[config.mk]
export PLATFORM = sky130hd
export DESIGN_NAME = gzip_stored_member_framer
export DESIGN_NICKNAME = d
export VERILOG_FILES = /design/src/hdl/gsmf_pkg.sv /design/src/hdl/gzip_stored_member_framer.sv /design/src/hdl/gsmf_front.sv /design/src/hdl/gsmf_queue.sv /design/src/hdl/gsmf_back.sv
export SDC_FILE = /design/constraint.sdc
export NUM_CORES = 1
export LEC_CHECK = 0
export BUFFER_PORTS_ARGS = -buffer_cell sky130_fd_sc_hd__buf_2
export CORE_MARGIN = 8
export CORE_UTILIZATION = 39
export CTS_CLUSTER_SIZE = 8
export DETAILED_ROUTE_END_ITERATION = 10
export GPL_ROUTABILITY_DRIVEN = 0
export REMOVE_ABC_BUFFERS = 1
export SYNTH_ARGS = -nofsm -noshare
export SYNTH_HDL_FRONTEND = slang
export SYNTH_SLANG_ARGS = --single-unit
[constraint.sdc]
create_clock -name i_clk -period 12 [get_ports i_clk]
set_input_delay 2.4 -clock i_clk [delete_from_list [all_inputs] [get_ports i_clk]]
set_output_delay 2.4 -clock i_clk [all_outputs]
set_load 0.005 [all_outputs]
[src/hdl/gsmf_pkg.sv]
package gsmf_pkg;

    localparam int NameBytesMax = 8;
    localparam int CfgW         = 64;
    localparam int CfgIdxW      = 2;
    localparam int NameW        = NameBytesMax * 8;
    localparam int TotalW       = 17;

    localparam logic [31:0]       CrcPoly  = 32'hEDB88320;
    localparam logic [31:0]       CrcInit  = 32'hFFFFFFFF;
    localparam logic [TotalW-1:0] TotalMax = 17'h1FFFF;

    localparam logic [7:0] GzId1    = 8'h1F;
    localparam logic [7:0] GzId2    = 8'h8B;
    localparam logic [7:0] GzCmDefl = 8'h08;
    localparam logic [7:0] FlgFname = 8'h08;
    localparam logic [7:0] FlgNone  = 8'h00;
    localparam logic [7:0] GzXfl    = 8'h02;
    localparam logic [7:0] GzOs     = 8'h00;
    localparam logic [7:0] BlkFinal = 8'h01;

    localparam logic [3:0] HdrLast = 4'd9;
    localparam logic [3:0] BlkLast = 4'd4;
    localparam logic [3:0] TrlLast = 4'd7;

    typedef enum logic [CfgIdxW-1:0] {
        CFG_NAME_CHARS   = 2'd0,
        CFG_NAME_LEN     = 2'd1,
        CFG_BLOCK_LENGTH = 2'd2
    } t_cfg_idx;

    typedef enum logic [2:0] {
        PH_HDR,
        PH_NAME,
        PH_NUL,
        PH_BLK,
        PH_DATA,
        PH_TRL
    } t_phase;

    typedef struct packed {
        logic [7:0] data_byte;
        logic       last_byte;
    } t_in_word;

    typedef struct packed {
        logic [7:0] out_byte;
        logic       run_last;
        logic       member_end;
        logic       length_error;
    } t_out_word;

    typedef struct packed {
        logic [7:0]        data;
        logic              last;
        logic              hdr;
        logic [3:0]        nl;
        logic [NameW-1:0]  name;
        logic [15:0]       len;
        logic [31:0]       crc;
        logic [TotalW-1:0] total;
        logic              err;
    } t_job;

    typedef struct packed {
        logic valid;
        logic full;
    } t_q_stat;

    function automatic logic [31:0] crc_byte(input logic [31:0] crc_in, input logic [7:0] b);
        logic [31:0] c;
        c = crc_in ^ {24'd0, b};
        for (int k = 0; k < 8; k++) begin
            c = c[0] ? ((c >> 1) ^ CrcPoly) : (c >> 1);
        end
        return c;
    endfunction

endpackage

[src/hdl/gzip_stored_member_framer.sv]
// Wraps data words into one gzip member with a single final stored block: the first
// word of a member brings the gzip header, the optional name with its NUL, and the
// stored-block header; each word then passes through, and the last is followed by
// CRC-32 and ISIZE. A new word is taken every cycle while the two-entry job queue has
// room; the output sequencer sends one byte per cycle unless i_out_ready stalls it.
// A plain data word gives one byte, a member's first word 15 extra plus name length plus
// one if named, its last word 8 extra; the CRC is done in the cycle a word is taken.
module gzip_stored_member_framer
    import gsmf_pkg::*;
#(
    parameter int NAME_BYTES = NameBytesMax
) (
    input  logic               i_clk,
    input  logic               i_rst_n,
    input  logic               i_cfg_we,
    input  logic [CfgIdxW-1:0] i_cfg_idx,
    input  logic [CfgW-1:0]    i_cfg_data,
    input  logic               i_in_valid,
    output logic               o_in_ready,
    input  t_in_word           i_in,
    output logic               o_out_valid,
    input  logic               i_out_ready,
    output t_out_word          o_out
);

    logic    w_push;
    logic    w_pop;
    t_job    w_job_in;
    t_job    w_job_head;
    t_q_stat w_q_stat;

    gsmf_front #(
        .NAME_BYTES (NAME_BYTES)
    ) u_front (
        .i_clk      (i_clk),
        .i_rst_n    (i_rst_n),
        .i_cfg_we   (i_cfg_we),
        .i_cfg_idx  (i_cfg_idx),
        .i_cfg_data (i_cfg_data),
        .i_in_valid (i_in_valid),
        .i_in       (i_in),
        .i_q_stat   (w_q_stat),
        .o_in_ready (o_in_ready),
        .o_push     (w_push),
        .o_job      (w_job_in)
    );

    gsmf_queue u_queue (
        .i_clk   (i_clk),
        .i_rst_n (i_rst_n),
        .i_push  (w_push),
        .i_job   (w_job_in),
        .i_pop   (w_pop),
        .o_stat  (w_q_stat),
        .o_head  (w_job_head)
    );

    gsmf_back u_back (
        .i_clk       (i_clk),
        .i_rst_n     (i_rst_n),
        .i_q_stat    (w_q_stat),
        .i_job       (w_job_head),
        .o_pop       (w_pop),
        .o_out_valid (o_out_valid),
        .i_out_ready (i_out_ready),
        .o_out       (o_out)
    );

`ifndef SYNTHESIS
    a_pop_needs_job: assert property (@(posedge i_clk) disable iff (!i_rst_n)
        w_pop |-> w_q_stat.valid)
        else $error("queue popped while empty");

    a_stall_means_queued: assert property (@(posedge i_clk) disable iff (!i_rst_n)
        !o_in_ready |-> w_q_stat.valid)
        else $error("input stalled with empty queue");

    a_end_is_last: assert property (@(posedge i_clk) disable iff (!i_rst_n)
        (o_out_valid && o_out.member_end) |-> o_out.run_last)
        else $error("member end without run last");

    a_err_at_end: assert property (@(posedge i_clk) disable iff (!i_rst_n)
        (o_out_valid && o_out.length_error) |-> o_out.member_end)
        else $error("length error outside member end");
`endif

endmodule

[src/hdl/gsmf_front.sv]
module gsmf_front
    import gsmf_pkg::*;
#(
    parameter int NAME_BYTES = NameBytesMax
) (
    input  logic               i_clk,
    input  logic               i_rst_n,
    input  logic               i_cfg_we,
    input  logic [CfgIdxW-1:0] i_cfg_idx,
    input  logic [CfgW-1:0]    i_cfg_data,
    input  logic               i_in_valid,
    input  t_in_word           i_in,
    input  t_q_stat            i_q_stat,
    output logic               o_in_ready,
    output logic               o_push,
    output t_job               o_job
);

    localparam logic [3:0] NameMax = 4'(NAME_BYTES);

    logic [NAME_BYTES*8-1:0] r_name_chars;
    logic [3:0]              r_name_len;
    logic [15:0]             r_blen;
    logic [31:0]             r_crc,   n_crc;
    logic [TotalW-1:0]       r_total, n_total;
    logic                    r_inside;
    logic [31:0]             w_crc_new;
    logic [TotalW-1:0]       w_total_new;

    always_ff @(posedge i_clk) begin
        if (!i_rst_n) begin
            r_name_chars <= '0;
            r_name_len   <= '0;
            r_blen       <= 16'd1;
        end else if (i_cfg_we) begin
            unique case (i_cfg_idx)
                CFG_NAME_CHARS:   r_name_chars <= i_cfg_data[NAME_BYTES*8-1:0];
                CFG_NAME_LEN:     r_name_len   <= i_cfg_data[3:0];
                CFG_BLOCK_LENGTH: r_blen       <= i_cfg_data[15:0];
                default: ;
            endcase
        end
    end

    assign o_in_ready  = !i_q_stat.full;
    assign o_push      = i_in_valid && o_in_ready;
    assign w_crc_new   = crc_byte(r_crc, i_in.data_byte);
    assign w_total_new = (r_total == TotalMax) ? r_total : r_total + 1'b1;

    always_comb begin
        n_crc   = i_in.last_byte ? CrcInit : w_crc_new;
        n_total = i_in.last_byte ? '0 : w_total_new;
    end

    always_comb begin
        o_job.data  = i_in.data_byte;
        o_job.last  = i_in.last_byte;
        o_job.hdr   = !r_inside;
        o_job.nl    = (r_name_len > NameMax) ? NameMax : r_name_len;
        o_job.name  = NameW'(r_name_chars);
        o_job.len   = r_blen;
        o_job.crc   = ~w_crc_new;
        o_job.total = w_total_new;
        o_job.err   = w_total_new != {1'b0, r_blen};
    end

    always_ff @(posedge i_clk) begin
        if (!i_rst_n) begin
            r_crc    <= CrcInit;
            r_total  <= '0;
            r_inside <= 1'b0;
        end else if (o_push) begin
            r_crc    <= n_crc;
            r_total  <= n_total;
            r_inside <= !i_in.last_byte;
        end
    end

endmodule

[src/hdl/gsmf_queue.sv]
module gsmf_queue
    import gsmf_pkg::*;
(
    input  logic    i_clk,
    input  logic    i_rst_n,
    input  logic    i_push,
    input  t_job    i_job,
    input  logic    i_pop,
    output t_q_stat o_stat,
    output t_job    o_head
);

    t_job       r_mem [2];
    logic       r_wp;
    logic       r_rp;
    logic [1:0] r_cnt;

    assign o_stat.valid = r_cnt != 2'd0;
    assign o_stat.full  = r_cnt == 2'd2;
    assign o_head       = r_mem[r_rp];

    always_ff @(posedge i_clk) begin
        if (i_push) begin
            r_mem[r_wp] <= i_job;
        end
    end

    always_ff @(posedge i_clk) begin
        if (!i_rst_n) begin
            r_wp  <= 1'b0;
            r_rp  <= 1'b0;
            r_cnt <= '0;
        end else begin
            if (i_push) begin
                r_wp <= !r_wp;
            end
            if (i_pop) begin
                r_rp <= !r_rp;
            end
            r_cnt <= r_cnt + {1'b0, i_push} - {1'b0, i_pop};
        end
    end

endmodule

[src/hdl/gsmf_back.sv]
module gsmf_back
    import gsmf_pkg::*;
(
    input  logic      i_clk,
    input  logic      i_rst_n,
    input  t_q_stat   i_q_stat,
    input  t_job      i_job,
    output logic      o_pop,
    output logic      o_out_valid,
    input  logic      i_out_ready,
    output t_out_word o_out
);

    t_phase     r_phase, n_phase, w_phase;
    logic [3:0] r_idx,   n_idx,   w_idx;
    logic       r_busy;
    logic       w_done;
    logic       w_adv;
    logic [7:0] w_byte;
    logic [31:0] w_total32;
    t_out_word  r_out;
    logic       r_ovalid;

    assign w_adv     = i_q_stat.valid && (!r_ovalid || i_out_ready);
    assign o_pop     = w_adv && w_done;
    assign w_phase   = r_busy ? r_phase : (i_job.hdr ? PH_HDR : PH_DATA);
    assign w_idx     = r_busy ? r_idx : 4'd0;
    assign w_total32 = 32'(i_job.total);

    always_comb begin
        n_phase = w_phase;
        n_idx   = w_idx + 4'd1;
        w_done  = 1'b0;
        unique case (w_phase)
            PH_HDR: begin
                if (w_idx == HdrLast) begin
                    n_idx   = 4'd0;
                    n_phase = (i_job.nl != 4'd0) ? PH_NAME : PH_BLK;
                end
            end
            PH_NAME: begin
                if (w_idx == i_job.nl - 4'd1) begin
                    n_idx   = 4'd0;
                    n_phase = PH_NUL;
                end
            end
            PH_NUL: begin
                n_idx   = 4'd0;
                n_phase = PH_BLK;
            end
            PH_BLK: begin
                if (w_idx == BlkLast) begin
                    n_idx   = 4'd0;
                    n_phase = PH_DATA;
                end
            end
            PH_DATA: begin
                if (i_job.last) begin
                    n_idx   = 4'd0;
                    n_phase = PH_TRL;
                end else begin
                    w_done = 1'b1;
                end
            end
            PH_TRL: begin
                w_done = w_idx == TrlLast;
            end
            default: begin
                w_done = 1'b1;
            end
        endcase
    end

    always_comb begin
        w_byte = 8'h00;
        unique case (w_phase)
            PH_HDR: begin
                unique case (w_idx)
                    4'd0:    w_byte = GzId1;
                    4'd1:    w_byte = GzId2;
                    4'd2:    w_byte = GzCmDefl;
                    4'd3:    w_byte = (i_job.nl != 4'd0) ? FlgFname : FlgNone;
                    4'd8:    w_byte = GzXfl;
                    4'd9:    w_byte = GzOs;
                    default: w_byte = 8'h00;
                endcase
            end
            PH_NAME: w_byte = i_job.name[{w_idx[2:0], 3'b000} +: 8];
            PH_NUL:  w_byte = 8'h00;
            PH_BLK: begin
                unique case (w_idx)
                    4'd0:    w_byte = BlkFinal;
                    4'd1:    w_byte = i_job.len[7:0];
                    4'd2:    w_byte = i_job.len[15:8];
                    4'd3:    w_byte = ~i_job.len[7:0];
                    default: w_byte = ~i_job.len[15:8];
                endcase
            end
            PH_DATA: w_byte = i_job.data;
            PH_TRL: begin
                w_byte = w_idx[2] ? w_total32[{w_idx[1:0], 3'b000} +: 8]
                                  : i_job.crc[{w_idx[1:0], 3'b000} +: 8];
            end
            default: w_byte = 8'h00;
        endcase
    end

    always_ff @(posedge i_clk) begin
        if (!i_rst_n) begin
            r_busy   <= 1'b0;
            r_phase  <= PH_HDR;
            r_idx    <= '0;
            r_ovalid <= 1'b0;
        end else begin
            if (w_adv) begin
                r_busy  <= !w_done;
                r_phase <= n_phase;
                r_idx   <= n_idx;
            end
            if (w_adv) begin
                r_ovalid <= 1'b1;
            end else if (i_out_ready) begin
                r_ovalid <= 1'b0;
            end
        end
    end

    always_ff @(posedge i_clk) begin
        if (w_adv) begin
            r_out.out_byte     <= w_byte;
            r_out.run_last     <= w_done;
            r_out.member_end   <= w_done && (w_phase == PH_TRL);
            r_out.length_error <= w_done && (w_phase == PH_TRL) && i_job.err;
        end
    end

    assign o_out_valid = r_ovalid;
    assign o_out       = r_out;

endmodule
* Word level (Yosys, flattened, before mapping)
Memory sizes are Yosys's and may differ from the RTL's. A register that Yosys moved wholly into a read port is not among the register bits.
Index checks and enable logic that the tools add are counted.
Widths: inputs -> output; s select.
** Operators by class
- Add/subtract/negate cells :: 5
- $mul :: 0
- Div/mod/pow operators :: 0
- Magnitude comparators :: 1
- Eq/ne operators :: 18
- Shift-type cells :: 3
- Multiplexer cells :: 39
- Bitwise gates (word level) :: 12
- Reduce and logical (&&, ||, !) cells :: 23
** Operators with widths (number)
- $mux 32 :: 9
- $not 13->14 :: 8
- $pmux 8 s5 :: 2
- $shiftx 32x6->8 :: 2
- $shiftx 64x7->8 :: 1
- $mux 17 :: 2
- $not 32->32 :: 1
- $pmux 8 s4 :: 1
- $xor 32x8->32 :: 1
- $mux 4 :: 7
- $pmux 4 s5 :: 1
- $mux 3 :: 6
- $add 17x1->17 const B :: 1
- $eq 17x17->1 const B :: 1
- $ne 17x16->1 :: 1
- $not 8->8 :: 2
- $pmux 3 s5 :: 1
- $eq 4x2->1 const B :: 2
- $eq 4x3->1 const B :: 2
- $eq 4x4->1 const B :: 2
- $mux 8 :: 1
- $logic_not 1->1 :: 7
- $mux 1 :: 7
- $eq 3x2->1 const B :: 2
- 22 further kinds :: 31
** Word-level totals
- Register bits after elaboration :: 158
- Latch bits :: 0
- Memory bits (writable) :: 288
- Bits in read-only memories :: 0
- Input port bits :: 80
- Output and inout bits :: 13
- Word-level logic and storage cells :: 119
- Memories kept :: 1
** Memories
- u_queue.r_mem :: depth 2, width 144, rd ports 1, clocked after Yosys merged registers in 1, write ports 1, line gsmf_queue.sv:13 : t_job r_mem [2];

* Longest topological paths before layout
- Word-level depth :: 18
- Mapped depth :: 15
- Depth with buffers taken out :: 12

* Hierarchy
Synthesis repeated with hierarchy kept, for this count alone.
** Unflattened totals
- Cell total of the unflattened synthesis :: 1606
- Area, all modules :: 20280.7 sq um
** By module, submodules not included
- gsmf_queue :: times used 1, cells each 469, area each 10852.9 sq um, sequential area each 8748.4 sq um
- gsmf_front :: times used 1, cells each 822, area each 6795.3 sq um, sequential area each 2682.6 sq um
- gsmf_back :: times used 1, cells each 315, area each 2632.5 sq um, sequential area each 510.5 sq um

* Worst setup path before layout
OpenSTA, ideal clock, no wires.
- Path kind :: input to register
- Start point :: input i_in_valid
- End point :: memory u_queue.r_mem[0][0] (netlist bit) (enable)
- Library setup time :: 0.652 ns
- Arrival :: 8.794 ns
- Required time :: 11.348 ns
- Setup slack :: 2.555 ns
- Cell stages on the path :: 3
- Path buffers :: 1
- Cells stage by stage :: nand2_1 -> clkbuf_1 -> nor2_1
** Between the ends
- Longest elaborated chain between the ends :: 3
** RTL lines
- from (decl) :: line gzip_stored_member_framer.sv:18 : input logic i_in_valid,
- $logic_and 1x1->1 :: line gsmf_front.sv:46 : assign o_push = i_in_valid && o_in_ready;
- $mux 1 :: line gsmf_queue.sv:23 : if (i_push) begin
- $mux 1 (implied by the code) :: line gsmf_queue.sv:24 : r_mem[r_wp] <= i_job;
- to (decl) :: line gsmf_queue.sv:13
Every way passes these cells.

* Worst setup path in the final report
- Start point :: input i_in_valid
- End point :: memory u_queue.r_mem[0][109] (netlist bit) (enable)
Same word-level chain as after synthesis.

==> summary.md <==
The flow ran to the end, and the final reports show no timing, DRC or antenna violations. The insertion delay of the later-clocked pin in the worst-skew pair came out at 0.60 ns. The tools report the startpoint of the worst register-to-register path as u_back.r_busy. The count of endpoints failing setup in the final report came out at 0. The via count came out at 12,020. The commonest cells after synthesis are 299 x sky130_fd_sc_hd__edfxtp_1, 232 x sky130_fd_sc_hd__nand2_1, 148 x sky130_fd_sc_hd__dfxtp_1.

The power per unit of standard cell area is 215.2 nW/um2. The first detailed-routing pass ran for 5 iterations. After the last flow step, the layout net total stands at 1,663. CTS built an H-tree with a depth of 3. The fraction of the cycle the final worst path needs was 0.4011; the switching part of the total was 0.2828. The logs give 0.363 for the clock share of power and 0 for the remaining number of nets flagged by the antenna check after routing. Averaged over all synthesized cells, the footprint is 12.90 um2.

The Yosys step of the flow raised 0 warnings. For the initial antenna violation count, the log shows 0. Setup repair after global routing left no endpoint under its margin. After detailed routing, the number of vias per cell comes to 5.242.

The hold-fix buffer count after cts is 0, and the final standard cell utilization of the core is 0.4571. The all-layer global routing usage is 0.1598, and the max-cap violation count is 0. The part of the Yosys area used for sequential elements is 0.6220. After detailed routing, the number of remaining DRC violations is 0. The fraction of post-synthesis cell area in the top cell type by area is 0.4677. The run gives 70,680 um as the global-route wire length before repair. The detailed router's first-iteration violation count came out at 970.

The remaining max-slew budget at the tightest pin was 0.2336; the clock edge transition at the registers on the reported setup and hold paths was 0.05 ns. The final routed wire length divided by cell count works out to 19.75 um. In this run the tool buffered the top-level ports with 92 buffer cells. The die is 237.9 um wide. The tightest hold path in the finished design has a slack of 0.4370 ns. The run gives 7.58 ns as the slack of the worst reg-to-reg path.

The starting density of the core is 0.3938, and the number of hold violations in the final report is 0. HPWL reported at the end of detailed placement: 29,140 um. sky130_fd_sc_hd__edfxtp_1 takes more of the synthesized area than any other cell.

The via count of the first global-routing pass came out at 12,110. In the final timing run, aggregate negative setup slack is 0 ns. The run gives 0.04485 ns as the clock skew. For hold timing, the worst endpoint is u_queue.r_mem[1][85]. In this run the static leakage power is 7.731 nW.

The number of cells on the worst reg-to-reg path was 10. The clock root buffer master is sky130_fd_sc_hd__clkbuf_16. The worst-margin pin slew is 1.150 ns, and the post-route minimum period is 4.813 ns.

No sink is reached through more buffers than the 3 on the longest clock path. The fraction of layout instances using a drive strength above 1 is 0.1714, and the count of instances resized after the clock tree is built is 0. The mapped netlist covers 19,200 um2. The synthesized design contains 447 register bits. Once placement finished, the instance area stood at 20,270 um2. Counting every sink on the clock net gives 447. Worst hold path depth: 0. The element type at the critical path start is an input pin.

The total die area is 56,580 um2. Clock tree synthesis inserted a total of 66 buffers. For the portion of total power attributed to combinational logic, the log shows 0.203. The worst register-to-register path ends at u_back.o_out[6]. Portion of total power attributed to sequential cells: 0.435. Counting distinct cell types in the post-synthesis netlist gives 67. The final cell area excluding filler cells came out at 22,280 um2. The setup path with the least slack is of type input pin to flop. The logs give 85 for the largest net degree at the start of global routing and 2,293 for the number of standard cells in the layout, taps in and fillers out. The initialized floorplan defines 81 standard-cell rows. The most instantiated flip-flop cell in the synthesis netlist was sky130_fd_sc_hd__edfxtp_1. By area the synthesized netlist is led by sky130_fd_sc_hd__edfxtp_1 47%, sky130_fd_sc_hd__dfxtp_1 15%, sky130_fd_sc_hd__mux4_2 6.6%.

Growth of design area from synthesis to finish: 16.07%. The switching power summed over all nets was 1.356 mW. TritonCTS built the clock tree.

The final layout contains routed wiring with a total length of 45,280 um. The run gives 3.439 mW as the internal power. Among all cell types in the netlist, the one instantiated most often is sky130_fd_sc_hd__edfxtp_1. Pin placement for this block handled 93 I/O pins. Synthesis produced a netlist whose cell count is 1,488. The share of flip-flops with an asynchronous set or reset after synthesis is 0.

The total area inside the core boundary comes to 48,750 um2. Of all nets on the critical path, the largest fanout is 67. The total overflow left after global routing is 0. For this run, the top clock speed supported by timing is 0.2078 GHz. For the required arrival time at the worst endpoint, the log shows 12.20 ns. In this run the most critical hold path is launched from u_front.r_name_chars[19]. The max-slew violation count is 0. STA classifies the critical path endpoint as a flop. IR analysis of the VDD net gives a maximum drop of 91.58 uV.

The tools report the arrival time reported for the critical path endpoint as 5.01 ns. Including well taps, the total number of placed cells is 2,171. The number of enable-type register cells in the synthesized netlist was 299. Number of setup buffers added after CTS: 0. The overall die height came out at 237.9 um. The path type of the worst min-delay path is flop to flop.
-- worst max path at each step --
stage	from	endpoint	slack [ns]
2_1_floorplan	i_in_valid	u_queue.r_mem[0][0]	2.58
3_3_place_gp	i_in_valid	u_queue.r_mem[0][112]	6.54
3_5_place_dp	i_in_valid	u_queue.r_mem[0][109]	6.51
4_1_cts	i_in_valid	u_queue.r_mem[0][109]	7.13
5_1_grt	i_in_valid	u_queue.r_mem[0][109]	6.96
6_report	i_in_valid	u_queue.r_mem[0][109]	7.19
-- flip-flops by register name, summed over array words and instances (netlist names), named ones only --
signal and flops:
u_back.o_out 11, u_front.r_crc 32, u_back.r_phase 3, u_queue.r_mem 288
u_back.r_busy 1, u_front.r_name_len 4, u_front.r_blen 16, u_queue.r_cnt 2
u_queue.r_wp 1, u_front.r_inside 1, u_front.r_name_chars 64, u_back.r_idx 4
u_queue.r_rp 1, u_back.o_out_valid 1, u_front.r_total 17
-- layout make-up --
type / count / area (um2)
clock inverters: 8 / 175.2
diodes: 1 / 2.502
repair buffers: 108 / 583.1
clock buffers: 113 / 1838
inverters: 19 / 71.32
multi-input cells: 933 / 6838
fillers: 4367 / 26460
well taps: 664 / 830.8
flip-flops and latches: 447 / 11950
-- worst max-delay path: stages --
cell and delay [ns]:
sky130_fd_sc_hd__buf_2 0.09, sky130_fd_sc_hd__nand2_1 0.05, sky130_fd_sc_hd__buf_4 0.23, sky130_fd_sc_hd__nor2_4 0.57
sky130_fd_sc_hd__buf_4 0.75, sky130_fd_sc_hd__buf_4 0.81
-- placed cells by master, fill, tap and decap left out, types with 10 or more instances in the layout --
cell type / instances
sky130_fd_sc_hd__nor3_1: 10
sky130_fd_sc_hd__mux2_2: 10
sky130_fd_sc_hd__nand2_1: 232
sky130_fd_sc_hd__buf_2: 91
sky130_fd_sc_hd__mux2i_1: 52
sky130_fd_sc_hd__xnor2_1: 49
sky130_fd_sc_hd__clkbuf_16: 66
sky130_fd_sc_hd__a21oi_1: 56
sky130_fd_sc_hd__nor2_1: 68
sky130_fd_sc_hd__clkbuf_1: 46
sky130_fd_sc_hd__edfxtp_1: 299
sky130_fd_sc_hd__nand4_1: 12
sky130_fd_sc_hd__mux4_2: 56
sky130_fd_sc_hd__o21ai_0: 39
sky130_fd_sc_hd__nand2b_1: 28
sky130_fd_sc_hd__dfxtp_1: 147
sky130_fd_sc_hd__inv_1: 18
sky130_fd_sc_hd__nor2b_1: 21
sky130_fd_sc_hd__nand3_1: 18
sky130_fd_sc_hd__xor2_1: 35
sky130_fd_sc_hd__a21boi_0: 85
sky130_fd_sc_hd__buf_4: 17
-- per-stage QoR --
step | power [mW] | worst slack (ns)
floorplan | 2.786 | 2.584
global placement | 3.067 | 6.538
detailed placement | 3.088 | 6.511
CTS | 4.845 | 7.134
global route | 5.020 | 6.958
finish | 4.795 | 7.187
-- power by group through the flow --
stage	clock network, mW	registers [mW]	logic, mW
5_1_grt	1.85	2.11	1.06
6_report	1.74	2.08	0.972
4_1_cts	1.78	2.09	0.979
2_1_floorplan	0	2.13	0.658
3_5_place_dp	0	2.12	0.973
3_3_place_gp	0	2.10	0.963
-- logic make-up (layout without fill, tap and decap cells) --
group | count (synthesis) | in the layout | synth area share
compound gates | 264 | 264 | 0.09222
xor+xnor | 98 | 98 | 0.05259
fa+ha+maj | 8 | 8 | 0.005214
buf+inv | 108 | 248 | 0.02287
flops | 447 | 447 | 0.6220
mux | 118 | 118 | 0.09867
other cells | 0 | 1 | 0
simple gates | 445 | 445 | 0.1064
-- metal layers --
metal | part of all wire | vias up | GRT usage | wire length, um
met2 | 0.47 | 369 | 0.2541 | 21380
met3 | 0.062 | 90 | 0.03599 | 2820
li1 | - | 5649 | - | -
met4 | 0.027 | 0 | 0.06085 | 1208
met5 | 0 | - | 0 | 0
met1 | 0.44 | 5913 | 0.2123 | 19870
Power figures use the tool's default switching activity.
